--- src/design/vslr_pkg.sv ---
`default_nettype none
package vslr_pkg;
    localparam int SAMPLE_W      = 16;
    localparam int STEP_W        = 21;
    localparam int CHAN_W        = 2;
    localparam int CFG_INDEX_W   = 1;
    localparam int CFG_DATA_W    = STEP_W;
    localparam int FRAC_BITS_DEF = 16;
    // position holds up to just under 17.0, so five integer bits
    localparam int POS_INT_BITS  = 5;
    localparam int MAX_OUT       = 8;
    localparam int QUEUE_DEPTH   = 2;
    localparam int TDATA_W       = 2 * SAMPLE_W;

    typedef enum logic [CFG_INDEX_W-1:0] {
        REG_STEP     = 1'b0,
        REG_CHANNELS = 1'b1
    } cfg_reg_t;

    localparam logic [CHAN_W-1:0] CHAN_MONO = 2'd1;
    localparam logic [STEP_W-1:0] STEP_RESET = 21'd65536;
    localparam logic [CHAN_W-1:0] CHAN_RESET = 2'd2;

    // handshake between queue and the output sequencer
    typedef struct packed {
        logic valid;
    } q_ctrl_t;
endpackage
`default_nettype wire

--- src/design/variable_speed_linear_resampler.sv ---
// channel | dir | handshake         | payload
// s_      | in  | s_tvalid/s_tready | s_tdata: left_in[15:0], right_in[31:16]
// m_      | out | m_tvalid/m_tready | m_tdata: left_out, right_out; m_tlast: last
// cfg_    | in  | cfg_wr_en         | cfg_index 0 step, 1 channels; cfg_data
//
// The output sequencer emits one result per cycle while m_tready does not hold it:
// an item pops with its last result (at most 8), or without one if it yields none.
// Results pass the product stage, then the output register, after issue.
// A two-entry queue ahead of the sequencer keeps accepting items meanwhile.
// Reset is synchronous; the first item after reset seeds the previous frame.
// m_tready low freezes the sequencer and product stage; the queue still fills.
`default_nettype none
module variable_speed_linear_resampler #(
    parameter int FRAC_BITS = vslr_pkg::FRAC_BITS_DEF
) (
    input  wire logic                             aclk,
    input  wire logic                             aresetn,
    input  wire logic                             s_tvalid,
    output logic                                  s_tready,
    input  wire logic [vslr_pkg::TDATA_W-1:0]     s_tdata,    // left_in, right_in
    output logic                                  m_tvalid,
    input  wire logic                             m_tready,
    output logic [vslr_pkg::TDATA_W-1:0]          m_tdata,    // left_out, right_out
    output logic                                  m_tlast,
    input  wire logic                             cfg_wr_en,
    input  wire logic [vslr_pkg::CFG_INDEX_W-1:0] cfg_index,
    input  wire logic [vslr_pkg::CFG_DATA_W-1:0]  cfg_data
);
    import vslr_pkg::*;

    localparam int PW = FRAC_BITS + POS_INT_BITS;
    localparam int DW = 2 * SAMPLE_W + 2 * PW + 1;

    logic [STEP_W-1:0] step_reg;
    logic [CHAN_W-1:0] channels_reg;

    always_ff @(posedge aclk) begin
        if (!aresetn) begin
            step_reg     <= STEP_RESET;
            channels_reg <= CHAN_RESET;
        end else if (cfg_wr_en) begin
            unique case (cfg_reg_t'(cfg_index))
                REG_STEP:     step_reg     <= cfg_data[STEP_W-1:0];
                REG_CHANNELS: channels_reg <= cfg_data[CHAN_W-1:0];
                default: ;
            endcase
        end
    end

    logic [DW-1:0]       front_item, head_item;
    q_ctrl_t             head_ctrl;
    logic                head_pop;
    logic [SAMPLE_W-1:0] left_out, right_out;

    vslr_front #(.FRAC_BITS(FRAC_BITS)) u_front (
        .left_in      (s_tdata[SAMPLE_W-1:0]),
        .right_in     (s_tdata[2*SAMPLE_W-1:SAMPLE_W]),
        .step_cfg     (step_reg),
        .channels_cfg (channels_reg),
        .item_data    (front_item)
    );

    vslr_queue #(.DW(DW), .DEPTH(QUEUE_DEPTH)) u_queue (
        .aclk        (aclk),
        .aresetn     (aresetn),
        .wr_valid    (s_tvalid),
        .wr_ready    (s_tready),
        .wr_data     (front_item),
        .rd_ctrl_out (head_ctrl),
        .rd_pop      (head_pop),
        .rd_data     (head_item)
    );

    vslr_back #(.FRAC_BITS(FRAC_BITS)) u_back (
        .aclk      (aclk),
        .aresetn   (aresetn),
        .head_ctrl (head_ctrl),
        .head_data (head_item),
        .head_pop  (head_pop),
        .out_valid (m_tvalid),
        .out_ready (m_tready),
        .left_out  (left_out),
        .right_out (right_out),
        .last_out  (m_tlast)
    );

    assign m_tdata = {right_out, left_out};
endmodule
`default_nettype wire

--- src/design/vslr_front.sv ---
`default_nettype none
module vslr_front #(
    parameter int FRAC_BITS = vslr_pkg::FRAC_BITS_DEF
) (
    input  wire logic [vslr_pkg::SAMPLE_W-1:0] left_in,
    input  wire logic [vslr_pkg::SAMPLE_W-1:0] right_in,
    input  wire logic [vslr_pkg::STEP_W-1:0]   step_cfg,
    input  wire logic [vslr_pkg::CHAN_W-1:0]   channels_cfg,
    // {mono, init_pos, step, right, left}
    output logic [2*vslr_pkg::SAMPLE_W+2*(FRAC_BITS+vslr_pkg::POS_INT_BITS):0] item_data
);
    import vslr_pkg::*;

    localparam int PW = FRAC_BITS + POS_INT_BITS;
    localparam int CW = (STEP_W > PW) ? STEP_W : PW;
    localparam logic [CW-1:0] STEP_MIN = {{(CW-1){1'b0}}, 1'b1} << (FRAC_BITS - 3);
    localparam logic [CW-1:0] STEP_MAX = {{(CW-1){1'b0}}, 1'b1} << (FRAC_BITS + 4);
    localparam logic [PW-1:0] ONE      = {{(PW-1){1'b0}}, 1'b1} << FRAC_BITS;

    logic [CW-1:0] step_ext;
    logic [CW-1:0] step_clamp;
    logic [PW-1:0] step_eff;
    logic [PW-1:0] init_pos;
    logic          mono;

    always_comb begin
        step_ext = CW'(step_cfg);
        if (step_ext < STEP_MIN) begin
            step_clamp = STEP_MIN;
        end else if (step_ext > STEP_MAX) begin
            step_clamp = STEP_MAX;
        end else begin
            step_clamp = step_ext;
        end
        step_eff = PW'(step_clamp);
        // start half a step in when upsampling
        init_pos = (step_eff < ONE) ? (step_eff >> 1) : '0;
        mono     = (channels_cfg == CHAN_MONO);
        item_data = {mono, init_pos, step_eff, right_in, left_in};
    end
endmodule
`default_nettype wire

--- src/design/vslr_queue.sv ---
`default_nettype none
module vslr_queue #(
    parameter int DW    = 32,
    parameter int DEPTH = vslr_pkg::QUEUE_DEPTH
) (
    input  wire logic          aclk,
    input  wire logic          aresetn,
    input  wire logic          wr_valid,
    output logic               wr_ready,
    input  wire logic [DW-1:0] wr_data,
    output vslr_pkg::q_ctrl_t  rd_ctrl_out,
    input  wire logic          rd_pop,
    output logic [DW-1:0]      rd_data
);
    import vslr_pkg::*;

    localparam int PTR_W = (DEPTH > 1) ? $clog2(DEPTH) : 1;
    localparam int CNT_W = $clog2(DEPTH + 1);

    logic [DW-1:0]    entry_reg [DEPTH];
    logic [PTR_W-1:0] wr_ptr_reg, wr_ptr_next;
    logic [PTR_W-1:0] rd_ptr_reg, rd_ptr_next;
    logic [CNT_W-1:0] count_reg, count_next;
    logic             push;
    logic             pop;

    assign wr_ready          = (count_reg != CNT_W'(DEPTH));
    assign rd_ctrl_out.valid = (count_reg != '0);
    assign rd_data           = entry_reg[rd_ptr_reg];
    assign push              = wr_valid && wr_ready;
    assign pop               = rd_pop && rd_ctrl_out.valid;

    always_comb begin
        wr_ptr_next = wr_ptr_reg;
        rd_ptr_next = rd_ptr_reg;
        count_next  = count_reg;
        if (push) begin
            wr_ptr_next = (wr_ptr_reg == PTR_W'(DEPTH - 1)) ? '0 : wr_ptr_reg + 1'b1;
        end
        if (pop) begin
            rd_ptr_next = (rd_ptr_reg == PTR_W'(DEPTH - 1)) ? '0 : rd_ptr_reg + 1'b1;
        end
        if (push && !pop) begin
            count_next = count_reg + 1'b1;
        end else if (pop && !push) begin
            count_next = count_reg - 1'b1;
        end
    end

    always_ff @(posedge aclk) begin
        if (!aresetn) begin
            wr_ptr_reg <= '0;
            rd_ptr_reg <= '0;
            count_reg  <= '0;
        end else begin
            wr_ptr_reg <= wr_ptr_next;
            rd_ptr_reg <= rd_ptr_next;
            count_reg  <= count_next;
        end
    end

    always_ff @(posedge aclk) begin
        if (push) begin
            entry_reg[wr_ptr_reg] <= wr_data;
        end
    end
endmodule
`default_nettype wire

--- src/design/vslr_back.sv ---
`default_nettype none
module vslr_back #(
    parameter int FRAC_BITS = vslr_pkg::FRAC_BITS_DEF
) (
    input  wire logic                      aclk,
    input  wire logic                      aresetn,
    input  wire vslr_pkg::q_ctrl_t         head_ctrl,
    input  wire logic [2*vslr_pkg::SAMPLE_W+2*(FRAC_BITS+vslr_pkg::POS_INT_BITS):0] head_data,
    output logic                           head_pop,
    output logic                           out_valid,
    input  wire logic                      out_ready,
    output logic [vslr_pkg::SAMPLE_W-1:0]  left_out,
    output logic [vslr_pkg::SAMPLE_W-1:0]  right_out,
    output logic                           last_out
);
    import vslr_pkg::*;

    localparam int PW    = FRAC_BITS + POS_INT_BITS;
    localparam int DIF_W = SAMPLE_W + 1;
    localparam int PRD_W = DIF_W + FRAC_BITS + 1;
    localparam int ACC_W = SAMPLE_W + FRAC_BITS + 2;
    localparam int CNT_W = $clog2(MAX_OUT);
    localparam logic [PW-1:0] ONE = {{(PW-1){1'b0}}, 1'b1} << FRAC_BITS;
    localparam logic signed [ACC_W-1:0] HALF =
        {{(ACC_W-1){1'b0}}, 1'b1} << (FRAC_BITS - 1);

    logic [SAMPLE_W-1:0] cur_l, cur_r;
    logic [PW-1:0]       step_eff, init_pos;
    logic                mono;

    assign {mono, init_pos, step_eff, cur_r, cur_l} = head_data;

    logic                started_reg, started_next;
    logic [PW-1:0]       pos_reg, pos_next;
    logic [SAMPLE_W-1:0] prev_l_reg, prev_l_next, prev_r_reg, prev_r_next;
    logic [CNT_W-1:0]    cnt_reg, cnt_next;

    logic [PW-1:0]       pos_eff, pos_sum;
    logic [SAMPLE_W-1:0] prev_l_eff, prev_r_eff;
    logic                adv, fire, emit, last;

    // whole output pipe moves together; held while the result is not taken
    assign adv  = !out_valid || out_ready;
    assign fire = head_ctrl.valid && adv;

    always_comb begin
        pos_eff    = started_reg ? pos_reg : init_pos;
        prev_l_eff = started_reg ? prev_l_reg : cur_l;
        prev_r_eff = started_reg ? prev_r_reg : cur_r;
        pos_sum    = pos_eff + step_eff;
        emit       = (pos_eff < ONE);
        last       = (pos_sum >= ONE) || (cnt_reg == CNT_W'(MAX_OUT - 1));
        head_pop   = fire && (!emit || last);

        started_next = started_reg || fire;
        pos_next     = pos_reg;
        prev_l_next  = prev_l_reg;
        prev_r_next  = prev_r_reg;
        cnt_next     = cnt_reg;
        if (fire) begin
            if (!emit) begin
                pos_next = pos_eff - ONE;
            end else if (last) begin
                pos_next = (pos_sum >= ONE) ? pos_sum - ONE : '0;
            end else begin
                pos_next = pos_sum;
            end
            prev_l_next = head_pop ? cur_l : prev_l_eff;
            prev_r_next = head_pop ? cur_r : prev_r_eff;
            cnt_next    = head_pop ? '0 : cnt_reg + 1'b1;
        end
    end

    always_ff @(posedge aclk) begin
        if (!aresetn) begin
            started_reg <= 1'b0;
            cnt_reg     <= '0;
        end else begin
            started_reg <= started_next;
            cnt_reg     <= cnt_next;
        end
    end

    always_ff @(posedge aclk) begin
        pos_reg    <= pos_next;
        prev_l_reg <= prev_l_next;
        prev_r_reg <= prev_r_next;
    end

    // stage 1: (cur - prev) * frac per channel
    logic                    s1_valid_reg;
    logic                    s1_last_reg, s1_mono_reg;
    logic [SAMPLE_W-1:0]     s1_prev_l_reg, s1_prev_r_reg;
    logic signed [PRD_W-1:0] s1_prod_l_reg, s1_prod_r_reg;
    logic signed [DIF_W-1:0] diff_l, diff_r;
    logic signed [FRAC_BITS:0] frac_s;

    assign diff_l = $signed({cur_l[SAMPLE_W-1], cur_l})
                  - $signed({prev_l_eff[SAMPLE_W-1], prev_l_eff});
    assign diff_r = $signed({cur_r[SAMPLE_W-1], cur_r})
                  - $signed({prev_r_eff[SAMPLE_W-1], prev_r_eff});
    assign frac_s = $signed({1'b0, pos_eff[FRAC_BITS-1:0]});

    always_ff @(posedge aclk) begin
        if (!aresetn) begin
            s1_valid_reg <= 1'b0;
        end else if (adv) begin
            s1_valid_reg <= fire && emit;
        end
    end

    always_ff @(posedge aclk) begin
        if (adv) begin
            s1_last_reg   <= last;
            s1_mono_reg   <= mono;
            s1_prev_l_reg <= prev_l_eff;
            s1_prev_r_reg <= prev_r_eff;
            s1_prod_l_reg <= diff_l * frac_s;
            s1_prod_r_reg <= diff_r * frac_s;
        end
    end

    // stage 2: prev * 1.0 + product, round half up, into the output register
    logic signed [ACC_W-1:0] acc_l, acc_r;

    assign acc_l = $signed({{2{s1_prev_l_reg[SAMPLE_W-1]}}, s1_prev_l_reg,
                            {FRAC_BITS{1'b0}}})
                 + ACC_W'(s1_prod_l_reg) + HALF;
    assign acc_r = $signed({{2{s1_prev_r_reg[SAMPLE_W-1]}}, s1_prev_r_reg,
                            {FRAC_BITS{1'b0}}})
                 + ACC_W'(s1_prod_r_reg) + HALF;

    always_ff @(posedge aclk) begin
        if (!aresetn) begin
            out_valid <= 1'b0;
        end else if (adv) begin
            out_valid <= s1_valid_reg;
        end
    end

    always_ff @(posedge aclk) begin
        if (adv) begin
            left_out  <= acc_l[FRAC_BITS +: SAMPLE_W];
            right_out <= s1_mono_reg ? '0 : acc_r[FRAC_BITS +: SAMPLE_W];
            last_out  <= s1_last_reg;
        end
    end
endmodule
`default_nettype wire

--- config.mk ---
export PLATFORM = sky130hd
export DESIGN_NAME = variable_speed_linear_resampler
export DESIGN_NICKNAME = d
export VERILOG_FILES = /design/src/design/vslr_pkg.sv /design/src/design/variable_speed_linear_resampler.sv /design/src/design/vslr_front.sv /design/src/design/vslr_queue.sv /design/src/design/vslr_back.sv
export SDC_FILE = /design/constraint.sdc
export NUM_CORES = 2
export LEC_CHECK = 0
export ABC_AREA = 1
export BUFFER_PORTS_ARGS = -buffer_cell sky130_fd_sc_hd__buf_2
export CORE_MARGIN = 2
export CORE_UTILIZATION = 46
export CTS_CLUSTER_SIZE = 40
export DETAILED_ROUTE_END_ITERATION = 8
export PLACE_DENSITY = 0.69
export SYNTH_ARGS = -nofsm -noshare
export SYNTH_HDL_FRONTEND = slang
export SYNTH_HIERARCHICAL = 1
export SYNTH_SLANG_ARGS = --single-unit
--- constraint.sdc ---
create_clock -name aclk -period 8.7 [get_ports aclk]
set_clock_uncertainty 0.05 [all_clocks]
set_input_delay 0 -clock aclk [delete_from_list [all_inputs] [get_ports aclk]]
set_output_delay 0 -clock aclk [all_outputs]
set_load 0.1 [all_outputs]
### Word-level counts from Yosys, hierarchy flattened

Memories as Yosys holds them, arrays and structs flattened. A register that Yosys moved wholly into a read port is not among the register bits.
Cells that the tools add are included.

| operators by class | value |
|---|---|
| bitwise logic cells | 1 |
| add/sub/neg operators | 14 |
| $mul | 2 |
| div/mod/pow operators | 0 |
| shift operators | 0 |
| magnitude comparators | 5 |
| reductions and logical operators | 19 |
| mux-type cells | 20 |
| eq/ne operators | 3 |

Operators by type and width:

| cell | count |
|---|---|
| 21-bit two-way mux | 6 |
| 32-bit by 17-bit adder with 32-bit output (second input constant) | 2 |
| 32-bit adder | 2 |
| 17-bit by 17-bit multiplier with 32-bit output | 2 |
| 16-bit two-way mux | 4 |
| 21-bit by 17-bit less-than comparator with 1-bit output (second input constant) | 2 |
| 21-bit by 17-bit subtractor with 21-bit output (second input constant) | 2 |
| 16-bit by 16-bit subtractor with 17-bit output | 2 |
| 21-bit adder | 1 |
| 21-bit by 17-bit greater-or-equal comparator with 1-bit output (second input constant) | 1 |
| 21-bit greater-than comparator (second input constant) | 1 |
| 21-bit by 14-bit less-than comparator with 1-bit output (second input constant) | 1 |
| 20-bit two-way mux | 1 |
| 1-bit logical AND | 7 |
| 1-bit two-way mux | 6 |
| 1-bit logical NOT | 4 |
| 1-bit logical OR | 4 |
| 2-bit two-way mux | 2 |
| 2-bit AND reduction | 2 |
| 2-bit nonzero test | 2 |
| 3-bit by 1-bit adder with 3-bit output (second input constant) | 1 |
| 3-bit == test (second input constant) | 1 |
| 3-bit two-way mux | 1 |
| 1-bit adder (second input constant) | 2 |
| other kinds (5) | 5 |

| storage, ports and cells | value |
|---|---|
| bits of input ports | 59 |
| word-level logic and storage cells | 86 |
| ROM bits | 0 |
| bits in latches | 0 |
| bits in writable memories | 148 |
| memories kept | 1 |
| register bits | 217 |
| output and inout bits | 35 |

Memories:

| name | words | bits a word | rd ports | clocked after memory_dff | wr ports | line | source |
|---|---|---|---|---|---|---|---|
| u_queue.entry_reg | 2 | 74 | 1 | 1 | 1 | vslr_queue.sv:20 | `logic [DW-1:0] entry_reg [DEPTH];` |

### Logic depth before layout (Yosys ltp)

| depth | value |
|---|---|
| depth in word-level cells | 10 |
| depth in mapped cells | 41 |
| mapped depth without buffers | 38 |

### Cells and area by module

Netlist, hierarchy kept.

By module, submodules not included:

| module | instances | seq. area each (sq um) | cells each | area an instance (sq um) |
|---|---|---|---|---|
| vslr_back | 1 | 4744.6 | 3759 | 30989.7 |
| vslr_queue | 1 | 4604.4 | 270 | 5854.4 |
| variable_speed_linear_resampler | 1 | 460.4 | 145 | 965.9 |
| vslr_front | 1 | 0.0 | 126 | 817.0 |

### Worst setup path after synthesis

Ideal clock, no wire load.

| timing path | value |
|---|---|
| kind | reg2reg |
| from | register u_back.started_reg |
| to | register u_back.s1_prod_l_reg[29] (data pin) |
| path buffers | 5 |
| setup slack | 0.477 ns |
| cell stages (with the launch flop) | 38 |
| setup time | 0.262 ns |
| arrival time | 7.911 ns |
| clock period less this slack | 8.223 ns |
| required time | 8.388 ns |
| path through | dfxtp_1 buf_2 clkbuf_1 clkbuf_1 o21ai_0 ha_1 fa_1 inv_1 nand2_1 o21ai_1 a21oi_1 inv_1 nand2_1 o21ai_1 nand3_1 nand3_1 nand2_1 clkbuf_1 (+2 left out) fa_1 inv_1 fa_1 clkbuf_1 xor2_1 o21ai_0 fa_1 fa_1 inv_1 fa_1 inv_1 ha_1 nand2_1 nor3_1 nand3_1 o21ai_0 a21oi_1 xor2_1 |

| between the ends | value |
|---|---|
| longest elaborated chain between the ends | 3 |
| elaborated cells on any way between the ends | 4 |
| classes of those cells | add/sub (1); mul (1); mux (2) |

RTL lines:

| element | line | source |
|---|---|---|
| start: declaration | vslr_back.sv:33 | `logic started_reg, started_next;` |
| start signal: assignment | vslr_back.sv:79 | `started_reg <= started_next;` |
| 16-bit two-way mux | vslr_back.sv:48 | `prev_l_eff = started_reg ? prev_l_reg : cur_l;` |
| named net u_back.prev_l_eff[0] | vslr_back.sv:39 | `logic [SAMPLE_W-1:0] prev_l_eff, prev_r_eff;` |
| 16-bit by 16-bit subtractor with 17-bit output | vslr_back.sv:99 | `- $signed({prev_l_eff[SAMPLE_W-1], prev_l_eff});` |
| 17-bit by 17-bit multiplier with 32-bit output | vslr_back.sv:118 | `s1_prod_l_reg <= diff_l * frac_s;` |
| end signal: assignment | vslr_back.sv:118 |  |
| end: declaration | vslr_back.sv:94 | `logic signed [PRD_W-1:0] s1_prod_l_reg, s1_prod_r_reg;` |

The timed path passes the listed nets, and every way through them passes these cells.
A chain may end at the register's enable or synchronous reset.

==> metrics.txt <==
Buf/Inv on CP 9; grt ovf 0; die height 293.8 um; share of cells above drive strength 1 0.1204; Starting DRT DRC Count 1935; Clk Latency, worst-skew pair 590 ps; register area 0.009814 mm^2; critical path endpoint category register; #FFs+latches synth 338; Worst EP required 8980 ps; Inserted Clock Buffers 37; final setup fails 0; CP max stage cell fa_1; Max clock buf depth 3; RSZ-0062 raised after global routing true; hold_ws 82.78 ps; Post-synth EDFFs 304; gpl congestion 0.9694; # fillers 7509; Post-Syn Instances 4300; pin count of the biggest net entering global routing 76; TritonRoute pass-1 iters 5; Yosys top cell by area fa_1; via count 29580; Main synth FF type edfxtp_1; # rows 106; worst path arrival time 8570 ps; Sink Count 338; cell mode on critical path inv_1; Synth top area share 0.2700; Synth area leaders fa_1 (27%), edfxtp_1 (24%), inv_1 (9.2%), ha_1 (8.5%), nand2_1 (6.4%); GRT Resource Usage Total 0.2439; CP Launch Type register; register area share after synthesis 0.2540; port bufs 93; maxcap violations 0; Clock transition at path regs 60 ps; Final nets 5367; post-synthesis cell type count 57; endpoints failing hold 0; I/O Pins 94; Starting Density 0.4630; Netlist Area Pre-Place 0.03863 mm^2; antenna viol nets, final 0; syn_area_per_cell 8.983 um^2; H-tree Lvls 2; first-pass GRT wire length 164100 um; max FFs per register 150; status finished clean; Die W 293.8 um; max-slew violations 0; area of the multi-input gates 0.02451 mm^2; DR WL/cell 18.45 um; die area 0.08631 mm^2; Slew @ Worst Pin 1128 ps; Max Fclk 120.5 MHz; Rel. slew slack 0.2482; number of global-route vias before repair 30350; CTS tree built; Post-Route Utilization 0.5178; Post-synth ARST share 0; minimum clock period after layout 8297 ps; part of the cycle the worst path needs 0.9537; largest delay contributor family on the critical path adder cells; detailed-route DRC error count 0; initial antenna violation count 0; slowest stage delay, CP 530 ps; Via-to-Cell Ratio 5.250; layout overhead on the synthesized area 11.84%; yosys warns 6; WL final 103900 um; Root Buffer clkbuf_16; Core ar. 0.08342 mm^2; CP Max Fanout 7; Detail Placement HPWL 81810 um; critical path type reg2reg; hold crit path type in2reg
-- metrics by stage --
step | TNS [ps] | instance area [um^2] | cells | setup slack, ps
3_5_place_dp | 0 | 40650 | 5445 | 136.1
6_report | 0 | 43200 | 5634 | 402.8
3_3_place_gp | 0 | 40650 | 5445 | 273.8
4_1_cts | 0 | 43050 | 5627 | 82.61
5_1_grt | -54.34 | 43200 | 5633 | -42.76
2_1_floorplan | 0 | 38650 | 4305 | 476.8
-- cells in the final DEF (no fill, tap or decap), types with 14 or more instances in the layout --
cell type,count
a21oi_1,154
nor2_2,15
nand4_1,28
fa_1,521
dfxtp_1,32
inv_2,14
mux2_4,50
inv_1,948
or2_2,90
nor3_1,20
buf_4,117
o22ai_1,18
clkbuf_16,37
edfxtp_1,304
xnor2_1,44
o21ai_0,95
mux2_2,25
nand2_1,657
ha_1,262
buf_2,93
nand2_2,14
nor2_1,441
nand3_1,169
xor2_1,79
dlygate4sd3_1,115
-- area by class of cell --
class / count / share of cell area
well taps: 1080 / 0.03128
flip-flops and latches: 338 / 0.2272
multi-input cells: 2844 / 0.5674
repair buffers: 331 / 0.06033
diodes: 1 / 0.00005793
inverters: 973 / 0.08477
clock buffers: 46 / 0.02268
clock inverters: 21 / 0.006285
-- synthesized netlist by cell type (7+ instances only) --
cell	instances
o21ai_1	11
or2_2	90
a211oi_1	7
mux2_2	25
buf_2	13
nand3b_1	8
a21o_1	11
buf_4	42
inv_1	950
nor2_1	446
mux2_4	50
dfxtp_1	34
nand2_2	12
nand3_1	169
nor2_2	12
nor3_2	11
nand2_1	659
buf_1	8
xnor2_1	44
o21ai_0	112
fa_1	521
clkbuf_1	73
nor3_1	22
edfxtp_1	304
inv_2	12
nand4_1	28
a21oi_1	161
o22ai_1	18
xor2_1	80
clkinv_1	11
ha_1	262
o21a_1	11
buf_6	14
o21bai_1	13
-- metal layers --
| metal | up-vias | part of all wire | global-route usage |
|---|---|---|---|
| met1 | 14560 | 0.39 | 0.3020 |
| met3 | 271 | 0.067 | 0.03429 |
| li1 | 13690 | - | - |
| met4 | 0 | 0.052 | 0.1110 |
| met5 | - | 0 | 0 |
| met2 | 1068 | 0.49 | 0.4223 |
-- timing repair --
action	4_1_cts	5_1_grt
endpoints found under the hold margin	98	0
gates resized for setup	0	42
hold buffers	115	0
setup endpoints to repair	0	22
buffers inserted	0	6
-- cell families (layout without fill, tap and decap cells) --
group / count (synthesis) / after routing / synth area share
other: 1 / 7 / 0.00009708
multiplexers: 75 / 75 / 0.02672
XOR/XNOR: 126 / 126 / 0.02896
buffers and inverters: 1123 / 1371 / 0.1164
adder cells (fa/ha/maj): 783 / 783 / 0.3549
AND/OR/NAND/NOR: 1475 / 1475 / 0.1639
flip-flops: 338 / 338 / 0.2540
AO/OA/AOI/OAI: 379 / 379 / 0.05510
-- path summary, 6_finish.rpt --
check,depth (start not counted),slack [ps],startpoint,to
setup / recovery,38,400,register,u_back/s1_prod_l_reg[31]$_DFFE_PN_
hold / removal,2,80,s_tdata[20],u_queue/entry_reg[1][20]$_DFFE_PP_
setup reg to reg,38,400,register,u_back/s1_prod_l_reg[31]$_DFFE_PN_
hold reg to reg,0,390,u_back/s1_last_reg$_DFFE_PN_,u_back/last_out$_DFFE_PN_
Power is left out: the tool's default activity adds up to more than one toggle a clock period on the data nets, which glitch-free logic cannot reach.
